===== src/sv/ptqd_pkg.sv =====
`default_nettype none

package ptqd_pkg;

  // Queue depth (2..63) and the width of a fill count that can hold it
  localparam int CAPACITY = 32;
  localparam int CNT_W    = $clog2(CAPACITY + 1);

  // Internal time and sum widths: wide enough to wrap exactly like the output fields
  localparam int ELAPSED_W = 26;
  localparam int WAIT_W    = 25;
  localparam int TURN_W    = 26;
  localparam int TIME_W    = 21;

  localparam logic ACT_ADD   = 1'b0;
  localparam logic ACT_SCHED = 1'b1;

  typedef enum logic [1:0] {
    KIND_ADD_OK   = 2'd0,
    KIND_DROP     = 2'd1,
    KIND_DISPATCH = 2'd2,
    KIND_SUMMARY  = 2'd3
  } kind_t;

  typedef enum logic {
    ST_IDLE,
    ST_DRAIN
  } state_t;

  typedef struct packed {
    logic [15:0] id;
    logic [7:0]  prio;
    logic [15:0] burst;
  } entry_t;

  // Per-cycle command broadcast to every cell
  typedef struct packed {
    logic   ins;   // sorted insert of item
    logic   shl;   // shift toward the head (drain)
    entry_t item;
  } cell_ctl_t;

  typedef struct packed {
    kind_t       kind;
    logic [15:0] task_id;
    logic [7:0]  task_priority;
    logic [15:0] task_burst;
    logic [20:0] start_time;
    logic [20:0] finish_time;
    logic [5:0]  task_count;
    logic [24:0] total_wait;
    logic [25:0] total_turnaround;
    logic        last;
  } result_t;

endpackage

`default_nettype wire


===== src/sv/ptqd_cell.sv =====
`default_nettype none

// One queue slot. Holds its entry; on insert keeps, takes the new item or
// takes its left neighbor; on drain takes its right neighbor.
module ptqd_cell import ptqd_pkg::*; (
  input  logic      clk,
  input  cell_ctl_t ctl,
  input  logic      occ,
  input  logic      keep_left,
  input  entry_t    left,
  input  entry_t    right,
  output logic      keep,
  output entry_t    ent
);

  // Stays put when occupied and not lower in priority (ties keep arrival order)
  assign keep = occ && (ent.prio >= ctl.item.prio);

  always_ff @(posedge clk) begin
    if (ctl.ins) begin
      if (!keep) begin
        ent <= keep_left ? ctl.item : left;
      end
    end else if (ctl.shl) begin
      ent <= right;
    end
  end

endmodule

`default_nettype wire


===== src/sv/priority_task_queue_drain.sv =====
`default_nettype none

// Priority task queue with drain. Pulse start with busy low to issue a word:
// action 0 adds a task (priority_req, burst), action 1 schedules. An add
// answers with one result in the cycle after it is accepted (kind 0 with
// the new id, or kind 1 if the queue is full) and busy stays low, so adds
// can be issued every cycle. A schedule raises busy and drains the queue
// head first, one dispatch result per cycle from the cell at the head of
// the chain, followed by the summary with last set; busy drops in the
// cycle the summary appears. Every result is valid on the output ports
// for exactly the one cycle that strobe is high; there is no backpressure,
// so capture on strobe. The queue is a row of CAPACITY cells; an insert
// updates all cells together, steered by a combinational keep chain
// through the cells. Fields that do not apply to a kind read 0.
module priority_task_queue_drain import ptqd_pkg::*; (
  input  logic        clk,
  input  logic        rst,
  input  logic        start,
  output logic        busy,
  input  logic        action,
  input  logic [7:0]  priority_req,
  input  logic [15:0] burst,
  output logic        strobe,
  output logic [1:0]  kind,
  output logic [15:0] task_id,
  output logic [7:0]  task_priority,
  output logic [15:0] task_burst,
  output logic [20:0] start_time,
  output logic [20:0] finish_time,
  output logic [5:0]  task_count,
  output logic [24:0] total_wait,
  output logic [25:0] total_turnaround,
  output logic        last
);

  // Control state
  state_t             state, state_next;
  logic [CNT_W-1:0]   count, count_next;       // tasks in the queue
  logic [CNT_W-1:0]   remaining, remaining_next;
  logic [15:0]        next_id, next_id_next;
  logic               strobe_next;

  // Drain accumulators
  logic [ELAPSED_W-1:0] elapsed, elapsed_next;
  logic [WAIT_W-1:0]    wait_sum, wait_sum_next;
  logic [TURN_W-1:0]    turn_sum, turn_sum_next;
  logic [ELAPSED_W-1:0] fin;

  result_t   res, res_next;
  cell_ctl_t ctl;
  logic      full;

  entry_t               ents  [CAPACITY];
  logic [CAPACITY-1:0]  keeps;

  assign full = (count == CNT_W'(CAPACITY));
  assign busy = (state == ST_DRAIN);
  assign fin  = elapsed + ELAPSED_W'(ents[0].burst);

  // Cell chain: new item enters at cell 0's left, drain shifts toward cell 0
  for (genvar i = 0; i < CAPACITY; i++) begin : g_cell
    entry_t left_ent, right_ent;
    logic   keep_left, occ;

    assign occ = (CNT_W'(i) < count);

    if (i == 0) begin : g_head
      assign left_ent  = ctl.item;
      assign keep_left = 1'b1;
    end else begin : g_body
      assign left_ent  = ents[i-1];
      assign keep_left = keeps[i-1];
    end

    if (i == CAPACITY - 1) begin : g_tail
      assign right_ent = ents[i];
    end else begin : g_mid
      assign right_ent = ents[i+1];
    end

    ptqd_cell u_cell (
      .clk       (clk),
      .ctl       (ctl),
      .occ       (occ),
      .keep_left (keep_left),
      .left      (left_ent),
      .right     (right_ent),
      .keep      (keeps[i]),
      .ent       (ents[i])
    );
  end

  always_ff @(posedge clk) begin
    if (rst) begin
      state     <= ST_IDLE;
      count     <= '0;
      remaining <= '0;
      next_id   <= 16'd1;
      strobe    <= 1'b0;
    end else begin
      state     <= state_next;
      count     <= count_next;
      remaining <= remaining_next;
      next_id   <= next_id_next;
      strobe    <= strobe_next;
    end
  end

  // Payload registers
  always_ff @(posedge clk) begin
    elapsed  <= elapsed_next;
    wait_sum <= wait_sum_next;
    turn_sum <= turn_sum_next;
    res      <= res_next;
  end

  always_comb begin
    state_next     = state;
    count_next     = count;
    remaining_next = remaining;
    next_id_next   = next_id;
    elapsed_next   = elapsed;
    wait_sum_next  = wait_sum;
    turn_sum_next  = turn_sum;
    strobe_next    = 1'b0;
    res_next       = res;
    ctl.ins        = 1'b0;
    ctl.shl        = 1'b0;
    ctl.item.id    = next_id;
    ctl.item.prio  = priority_req;
    ctl.item.burst = burst;

    unique case (state)
      ST_IDLE: begin
        if (start) begin
          if (action == ACT_ADD) begin
            strobe_next = 1'b1;
            res_next    = '0;
            res_next.last = 1'b1;
            if (full) begin
              res_next.kind = KIND_DROP;
            end else begin
              ctl.ins          = 1'b1;
              res_next.kind    = KIND_ADD_OK;
              res_next.task_id = next_id;
              next_id_next     = next_id + 16'd1;
              count_next       = count + CNT_W'(1);
            end
          end else begin
            state_next     = ST_DRAIN;
            remaining_next = count;
            elapsed_next   = '0;
            wait_sum_next  = '0;
            turn_sum_next  = '0;
          end
        end
      end
      ST_DRAIN: begin
        strobe_next = 1'b1;
        res_next    = '0;
        if (remaining != '0) begin
          // Head cell dispatches; rest of the chain moves up one slot
          ctl.shl                = 1'b1;
          res_next.kind          = KIND_DISPATCH;
          res_next.task_id       = ents[0].id;
          res_next.task_priority = ents[0].prio;
          res_next.task_burst    = ents[0].burst;
          res_next.start_time    = elapsed[TIME_W-1:0];
          res_next.finish_time   = fin[TIME_W-1:0];
          elapsed_next           = fin;
          wait_sum_next          = wait_sum + elapsed[WAIT_W-1:0];
          turn_sum_next          = turn_sum + fin[TURN_W-1:0];
          remaining_next         = remaining - CNT_W'(1);
        end else begin
          res_next.kind             = KIND_SUMMARY;
          res_next.task_count       = 6'(count);
          res_next.total_wait       = wait_sum;
          res_next.total_turnaround = turn_sum;
          res_next.last             = 1'b1;
          count_next                = '0;
          state_next                = ST_IDLE;
        end
      end
      default: begin
        state_next = ST_IDLE;
      end
    endcase
  end

  assign kind             = res.kind;
  assign task_id          = res.task_id;
  assign task_priority    = res.task_priority;
  assign task_burst       = res.task_burst;
  assign start_time       = res.start_time;
  assign finish_time      = res.finish_time;
  assign task_count       = res.task_count;
  assign total_wait       = res.total_wait;
  assign total_turnaround = res.total_turnaround;
  assign last             = res.last;

  // Fill count never passes the queue depth
  a_count_bound: assert property (@(posedge clk) disable iff (rst)
    count <= CNT_W'(CAPACITY))
    else $error("queue count above capacity");

  // Dispatches are never last; every other kind closes its word
  a_last_kind: assert property (@(posedge clk) disable iff (rst)
    strobe |-> (last == (kind != KIND_DISPATCH)))
    else $error("last flag does not match result kind");

  // A summary leaves the queue empty
  a_summary_empty: assert property (@(posedge clk) disable iff (rst)
    strobe && (kind == KIND_SUMMARY) |-> (count == '0))
    else $error("queue not empty after summary");

  // An accepted schedule word starts a drain
  a_sched_busy: assert property (@(posedge clk) disable iff (rst)
    start && !busy && (action == ACT_SCHED) |=> busy)
    else $error("schedule accepted without drain");

  // Remaining drain count never exceeds the fill count
  a_remaining: assert property (@(posedge clk) disable iff (rst)
    busy |-> (remaining <= count))
    else $error("drain count exceeds queue count");

endmodule

`default_nettype wire


===== config.mk =====
export PLATFORM = sky130hd
export DESIGN_NAME = priority_task_queue_drain
export DESIGN_NICKNAME = d
export VERILOG_FILES = /design/src/sv/ptqd_pkg.sv /design/src/sv/ptqd_cell.sv /design/src/sv/priority_task_queue_drain.sv
export SDC_FILE = /design/constraint.sdc
export NUM_CORES = 2
export LEC_CHECK = 0
export BUFFER_PORTS_ARGS = -buffer_cell sky130_fd_sc_hd__buf_2
export CELL_PAD_IN_SITES_DETAIL_PLACEMENT = 0
export CELL_PAD_IN_SITES_GLOBAL_PLACEMENT = 1
export CORE_MARGIN = 4
export CORE_UTILIZATION = 52
export DETAILED_ROUTE_END_ITERATION = 8
export PLACE_DENSITY = 0.91
export SYNTH_ARGS = -nofsm -noshare
export SYNTH_HDL_FRONTEND = slang
export SYNTH_SLANG_ARGS = --single-unit

===== constraint.sdc =====
create_clock -name clk -period 8 [get_ports clk]
set_input_delay 0 -clock clk [delete_from_list [all_inputs] [get_ports clk]]
set_output_delay 0 -clock clk [all_outputs]
set_load 0.005 [all_outputs]

* Word level (Yosys, flattened, before mapping)
Index checks and enable logic that the tools add are counted.
** Word-level totals
- Output and inout bits :: 144
- Input port bits :: 28
- Flip-flop bits (word level) :: 1529
- Logic and storage cells :: 459
** Cells by class
- Bitwise gates (word level) :: 4
- $add $sub $neg :: 6
- Reductions and logical operators :: 70
- Equality and inequality tests :: 38
- Mux-type cells :: 163
- Magnitude comparators :: 64
** Operators with widths (number)
- 40-bit 2-to-1 mux :: 124
- 142-bit 2-to-1 mux :: 2
- 142-bit one-hot mux with 2 select lines :: 1
- 8-bit greater-or-equal comparator :: 32
- 26-bit 2-to-1 mux :: 4
- 26-bit one-hot mux with 2 select lines :: 2
- 5-bit by 6-bit less-than comparator with 1-bit output (first input constant) :: 16
- 82-bit 2-to-1 mux :: 1
- 25-bit 2-to-1 mux :: 3
- 2-bit != test (second input constant) :: 36
- 2-bit AND reduction :: 33
- 58-bit 2-to-1 mux :: 1
- 25-bit one-hot mux with 2 select lines :: 1
- 4-bit by 6-bit less-than comparator with 1-bit output (first input constant) :: 8
- 6-bit 2-to-1 mux :: 7
- 1-bit logical AND :: 32
- 26-bit by 16-bit adder with 26-bit output :: 1
- 26-bit adder :: 1
- 25-bit adder :: 1
- 3-bit by 6-bit less-than comparator with 1-bit output (first input constant) :: 4
- 6-bit one-hot mux with 2 select lines :: 2
- 16-bit by 1-bit adder with 16-bit output (second input constant) :: 1
- 16-bit 2-to-1 mux :: 1
- 1-bit by 6-bit less-than comparator with 1-bit output (first input constant) :: 2
- 12 further kinds :: 29

* Logic depth before layout (Yosys ltp)
- Word-level depth :: 7
- Depth in mapped cells :: 19
- Depth with buffers taken out :: 19

* Cells and area by module
Synthesis repeated with hierarchy kept, for this count alone.
** Second synthesis, totals
- Cells, all modules :: 7647
- Area total of the unflattened synthesis :: 84873.9 sq um
** Modules (own cells, without submodules)
- ptqd_cell :: area an instance 2245.9 sq um, times used 32, cells each 203
- priority_task_queue_drain :: area an instance 13005.0 sq um, times used 1, cells each 1151

* Worst setup path after synthesis
OpenSTA, ideal clock, no wires.
- Path kind :: input port to flip-flop
- Start point :: in priority_req[1]
- End point :: reg g_cell[0].u_cell.ent[0] (netlist name) (enable)
- Path buffers :: 2
- Data arrival time :: 5.513 ns
- Stages :: 11
- Path slack :: 1.993 ns
- Required time :: 7.507 ns
- Path through :: clkbuf_1 > inv_1 > ha_1 > a21o_1 > a21o_1 > a21o_1 > a21o_1 > a2111oi_0 > a211oi_1 > clkbuf_1 > o21ai_0
** Between the ends
- Cells in the longest elaborated chain, start to end :: 4
** RTL lines
- start, declared :: line priority_task_queue_drain.sv:21 : input logic [7:0] priority_req,
- 8-bit greater-or-equal comparator :: line ptqd_cell.sv:17 : assign keep = occ && (ent.prio >= ctl.item.prio);
- 1-bit logical AND :: line ptqd_cell.sv:17
- 2-bit != test (no source line)
- 2-bit AND reduction (no source line)
- end signal, assigned :: line ptqd_cell.sv:22 : ent <= keep_left ? ctl.item : left;
- end signal, assigned :: line ptqd_cell.sv:25 : ent <= right;
- end, declared :: line ptqd_cell.sv:13 : output entry_t ent
No other way between the ends.
A chain may end at the register's enable or synchronous reset.

* Final worst setup path
- Start point :: reg count[5]
- End point :: reg g_cell[21].u_cell.ent[32] (netlist name), data pin
** Between the ends
- Cells in the longest elaborated chain, start to end :: 6
- Elaborated cells between the ends (all ways) :: 10
- Those cells by class :: order compare: 1; eq/ne: 1; mux: 7; reduce/logical: 1
** RTL lines
- start, declared :: line priority_task_queue_drain.sv:38 : logic [CNT_W-1:0] count, count_next;
- start signal, assigned :: line priority_task_queue_drain.sv:102 : count <= count_next;
- branches (longest 5 deep; another with 5-bit by 6-bit less-than comparator with 1-bit output)
- 40-bit 2-to-1 mux (*) :: line ptqd_cell.sv:20 : if (ctl.ins) begin
- end signal, assigned :: line ptqd_cell.sv:22
- end signal, assigned :: line ptqd_cell.sv:25
- end, declared :: line ptqd_cell.sv:13
Mark *: on every way between the ends. The select of a mux whose other input is x is not followed.

==> results.rst <==
.. list-table::
   :header-rows: 1

   * - Metric
     - Value
   * - Synth-to-Final Area Change
     - 9.46%
   * - Number of vias after detailed routing
     - 56.7k
   * - Worst-case hold path end point
     - g_cell[9].u_cell.ent[17]
   * - Cell depth of the worst min-delay path
     - 3
   * - Drt first-iter violations
     - 4925
   * - Count of nets left with antenna violations after detail routing
     - 0
   * - Number of clock sinks
     - 1529
   * - Setup repair after global routing missed its margin
     - false
   * - Clock Skews
     - 0.0267 ns
   * - Clock insertion delay at the later pin of the skew report
     - 0.79 ns
   * - Post-Synthesis Net Count
     - 7684
   * - First-pass GRT wire length
     - 316000 um
   * - Total power per unit cell area
     - 221 mW/mm^2
   * - Final Hold Fails
     - 0
   * - Effective utilization at floorplan
     - 52.5%
   * - Path depth of the worst reg2reg path
     - 8
   * - Layout Nets
     - 7566
   * - Detailed-router iteration count before antenna repair
     - 5
   * - Routed metal-1 wirelength
     - 88100 um
   * - WL met2
     - 93500 um
   * - Post-synthesis cell type count
     - 64
   * - Die outline area
     - 0.165 sq mm
   * - Number of buffers created by CTS
     - 161
   * - Max Root-Sink Buffers
     - 3
   * - Result of the run
     - complete, no violations
   * - Gate count after technology mapping
     - 7328
   * - Endpoint kind of the worst setup timing path
     - flop
   * - Final worst slack
     - 2.65 ns
   * - RD Place Congestion
     - 0.869
   * - DRC violation count after routing
     - 0
   * - Most frequently used flop master after synthesis
     - sky130_fd_sc_hd__edfxtp_1
   * - Power share of the sequential group
     - 50.6%
   * - Worst-case setup slack after placement
     - 2.78 ns
   * - Number of setup violations in the final report
     - 0
   * - Final worst path period need
     - 5.35 ns
   * - P_leak
     - 36.2 nW
   * - Worst-Margin Slew
     - 1.20 ns
   * - Total setup buffers inserted after CTS
     - 0
   * - Worst Path Arrival
     - 5.83 ns
   * - Met3 wire length
     - 12100 um
   * - Switching Power
     - 5.24 mW
   * - Width of the die
     - 406 um
   * - Post-cts sizing count
     - 0
   * - Smallest hold slack
     - 0.0623 ns
   * - Highest metal layer with signal wires
     - met5
   * - DP HPWL
     - 129000 um
   * - Post-route non-filler standard cell count
     - 9399
   * - Register area share after synthesis
     - 55.4%
   * - Count of final max-slew check failures
     - 0
   * - Reg clk slew, reported paths
     - 0.06 ns
   * - Detailed Route WL
     - 198000 um
   * - Total instance count after detailed placement
     - 9079
   * - Hold path startpoint
     - priority_req[1]
   * - Maximum clock frequency
     - 187 MHz
   * - Hold-fix buffers, CTS
     - 26
   * - Max-Slew Margin vs Limit
     - 19.9%
   * - Hold WC Path Type
     - in2reg
   * - R2r endpoint
     - g_cell[21].u_cell.ent[32]
   * - IR drop worst, VDD
     - 221 uV
   * - Critical Setup Path Class
     - reg2reg
   * - Maximum number of pins on one net before global-route repair
     - 296
   * - Die extent in y
     - 406 um
   * - Number of enable-type register cells in the synthesized netlist
     - 1499
   * - Crit share post-route
     - 66.9%
   * - # rows
     - 145
   * - Biggest fanout along the worst timing path
     - 295
   * - Part of the power in the clock network
     - 36.5%
   * - GR Util All Layers
     - 23.7%
   * - Count of warnings emitted by yosys
     - 0
   * - Fraction of layout cells with a size suffix above 1
     - 8.52%
   * - I/O pins
     - 172
   * - Via density
     - 6.03
   * - FF+latch count, synth
     - 1529
   * - Root Driver
     - sky130_fd_sc_hd__clkbuf_16
   * - Total negative slack for setup checks
     - 0 ns
   * - Comb pwr share
     - 12.9%
   * - Share of flip-flops with an asynchronous set or reset after synthesis
     - 0%
   * - Start of the worst register-to-register path
     - count[5]
   * - Routed len/inst
     - 21.1 um
   * - Number of I/O port buffers
     - 171
   * - Worst setup SP type
     - flop
   * - Max-Cap Viols
     - 0
   * - H-tree levels
     - 4
   * - Area of the mapped netlist
     - 0.0823 sq mm
   * - Antenna violations before repair
     - 5
   * - GRT Residual Overflow
     - 0
   * - Required time worst endpoint
     - 8.48 ns
   * - Clock tree from TritonCTS
     - built
   * - Internal power contribution
     - 14.7 mW
   * - Avg Synthesized Cell Area
     - 11.2 sq um
   * - Flop2flop setup slack
     - 2.65 ns
   * - Net switching fraction of the power
     - 26.3%
   * - Core Region
     - 0.157 sq mm
   * - Vias in the first global route
     - 57.3k
[metrics by stage]
step                      instance area, sq um  util [%]  total power [mW]
after CTS                                90100      57.5              20.0
after global placement                   84800      54.1              12.7
after detailed placement                 84800      54.1              12.8
after global routing                     90100      57.5              20.8
after floorplan                          82300         -              11.9
final                                    90100      57.5              19.9
[cells in the mapped netlist, drive strengths merged, types with 4 or more instances]
library cell / n / area, sq um
o21ai: 1296 / 6490
a31oi: 7 / 43.8
nand2b: 39 / 244
dfxtp: 30 / 601
a21oi: 87 / 443
nand4: 5 / 31.3
a22o: 16 / 140
buf: 196 / 965
nor2: 133 / 499
nand3: 14 / 70.1
o31ai: 4 / 30.0
o2111ai: 6 / 52.6
mux2: 41 / 462
o211ai: 6 / 45.0
nor2b: 22 / 138
a21o: 130 / 976
and2: 145 / 907
or4: 4 / 30.0
and3: 10 / 62.6
or2: 7 / 43.8
nor4: 13 / 93.8
xnor2: 41 / 359
ha: 325 / 4070
edfxtp: 1499 / 45000
or3: 18 / 113
nand2: 1387 / 5210
o21a: 8 / 60.1
nor3: 55 / 275
mux2i: 1200 / 12000
o21bai: 6 / 45.0
xor2: 39 / 342
a211oi: 13 / 97.6
inv: 74 / 278
clkbuf: 395 / 1480
a2111oi: 23 / 245
[routing by layer]
layer | vias up | GRT usage [%]
met5 | - | 0
met4 | 8 | 6.74
met3 | 346 | 3.47
met2 | 1594 | 38.5
met1 | 28300 | 33.4
li1 | 26400 | -
[critical path, stage by stage (launching register included)]
cell,delay [ns]
sky130_fd_sc_hd__dfxtp_1,1.02
sky130_fd_sc_hd__inv_2,0.20
sky130_fd_sc_hd__nor4_1,0.82
sky130_fd_sc_hd__a21oi_2,0.14
sky130_fd_sc_hd__buf_4,0.27
sky130_fd_sc_hd__nand2_4,0.64
sky130_fd_sc_hd__buf_12,0.59
sky130_fd_sc_hd__buf_12,0.65
sky130_fd_sc_hd__o21ai_0,0.24
[power groups by stage]
stage / sequential (mW) / clock [mW] / combinational, mW
floorplan: 10.1 / 0 / 1.80
global placement: 10.2 / 0 / 2.43
detailed placement: 10.2 / 0 / 2.53
CTS: 10.1 / 7.37 / 2.56
global route: 10.1 / 7.73 / 2.90
finish: 10.1 / 7.28 / 2.56
[logic make-up after synthesis]
family,share of synthesized area [%]
mux,15.2
xor+xnor,0.879
buf+inv,3.31
flops,55.4
fa+ha+maj,5.01
compound gates,10.8
simple gates,9.46
[layout by cell type (no fill, tap or decap), drive strengths merged, types with 30 or more instances in the layout]
cell / synthesis / final
nor2: 133 / 133
and2: 145 / 145
edfxtp: 1499 / 1499
ha: 325 / 325
nand2: 1387 / 1387
mux2: 41 / 41
nand2b: 39 / 39
xor2: 39 / 39
nor3: 55 / 55
clkinv: 0 / 70
xnor2: 41 / 41
o21ai: 1296 / 1296
inv: 74 / 79
dfxtp: 30 / 30
buf: 196 / 284
a21oi: 87 / 87
mux2i: 1200 / 1200
a21o: 130 / 130
clkbuf: 395 / 204
[flip-flops by register name, indices dropped and copies added, names as in the netlist, 8 cells and up]
signal and flops:
total_wait 25, turn_sum 26, task_priority 8, start_time 21, g_cell.u_cell.ent 1280, total_turnaround 26
task_id 16, next_id 16, finish_time 21, wait_sum 25, task_burst 16, elapsed 26
[worst max-delay path by stage]
stage | start | endpoint | slack (ns) | depth (start not counted)
final | count[5] | g_cell[21].u_cell.ent[32] | 2.65 | 8
after global routing | elapsed[0] | turn_sum[22] | 2.30 | 17
after CTS | elapsed[0] | turn_sum[23] | 2.71 | 18
after detailed placement | elapsed[0] | turn_sum[23] | 2.78 | 18
after global placement | elapsed[0] | turn_sum[23] | 2.74 | 18
after floorplan | priority_req[1] | g_cell[0].u_cell.ent[0] | 1.99 | 11
[layout make-up]
cell class                      count  area [sq um]
Fill cell                       12900         66700
Sequential cell                  1529         45600
Multi-Input combinational cell   5134         34500
Clock buffer                      204          4300
Tap cell                         2058          2570
Timing Repair Buffer              310          2090
Clock inverter                     88           694
Inverter                           74           279
Antenna cell                        2          5.00
(Power assumes the default switching activity.)
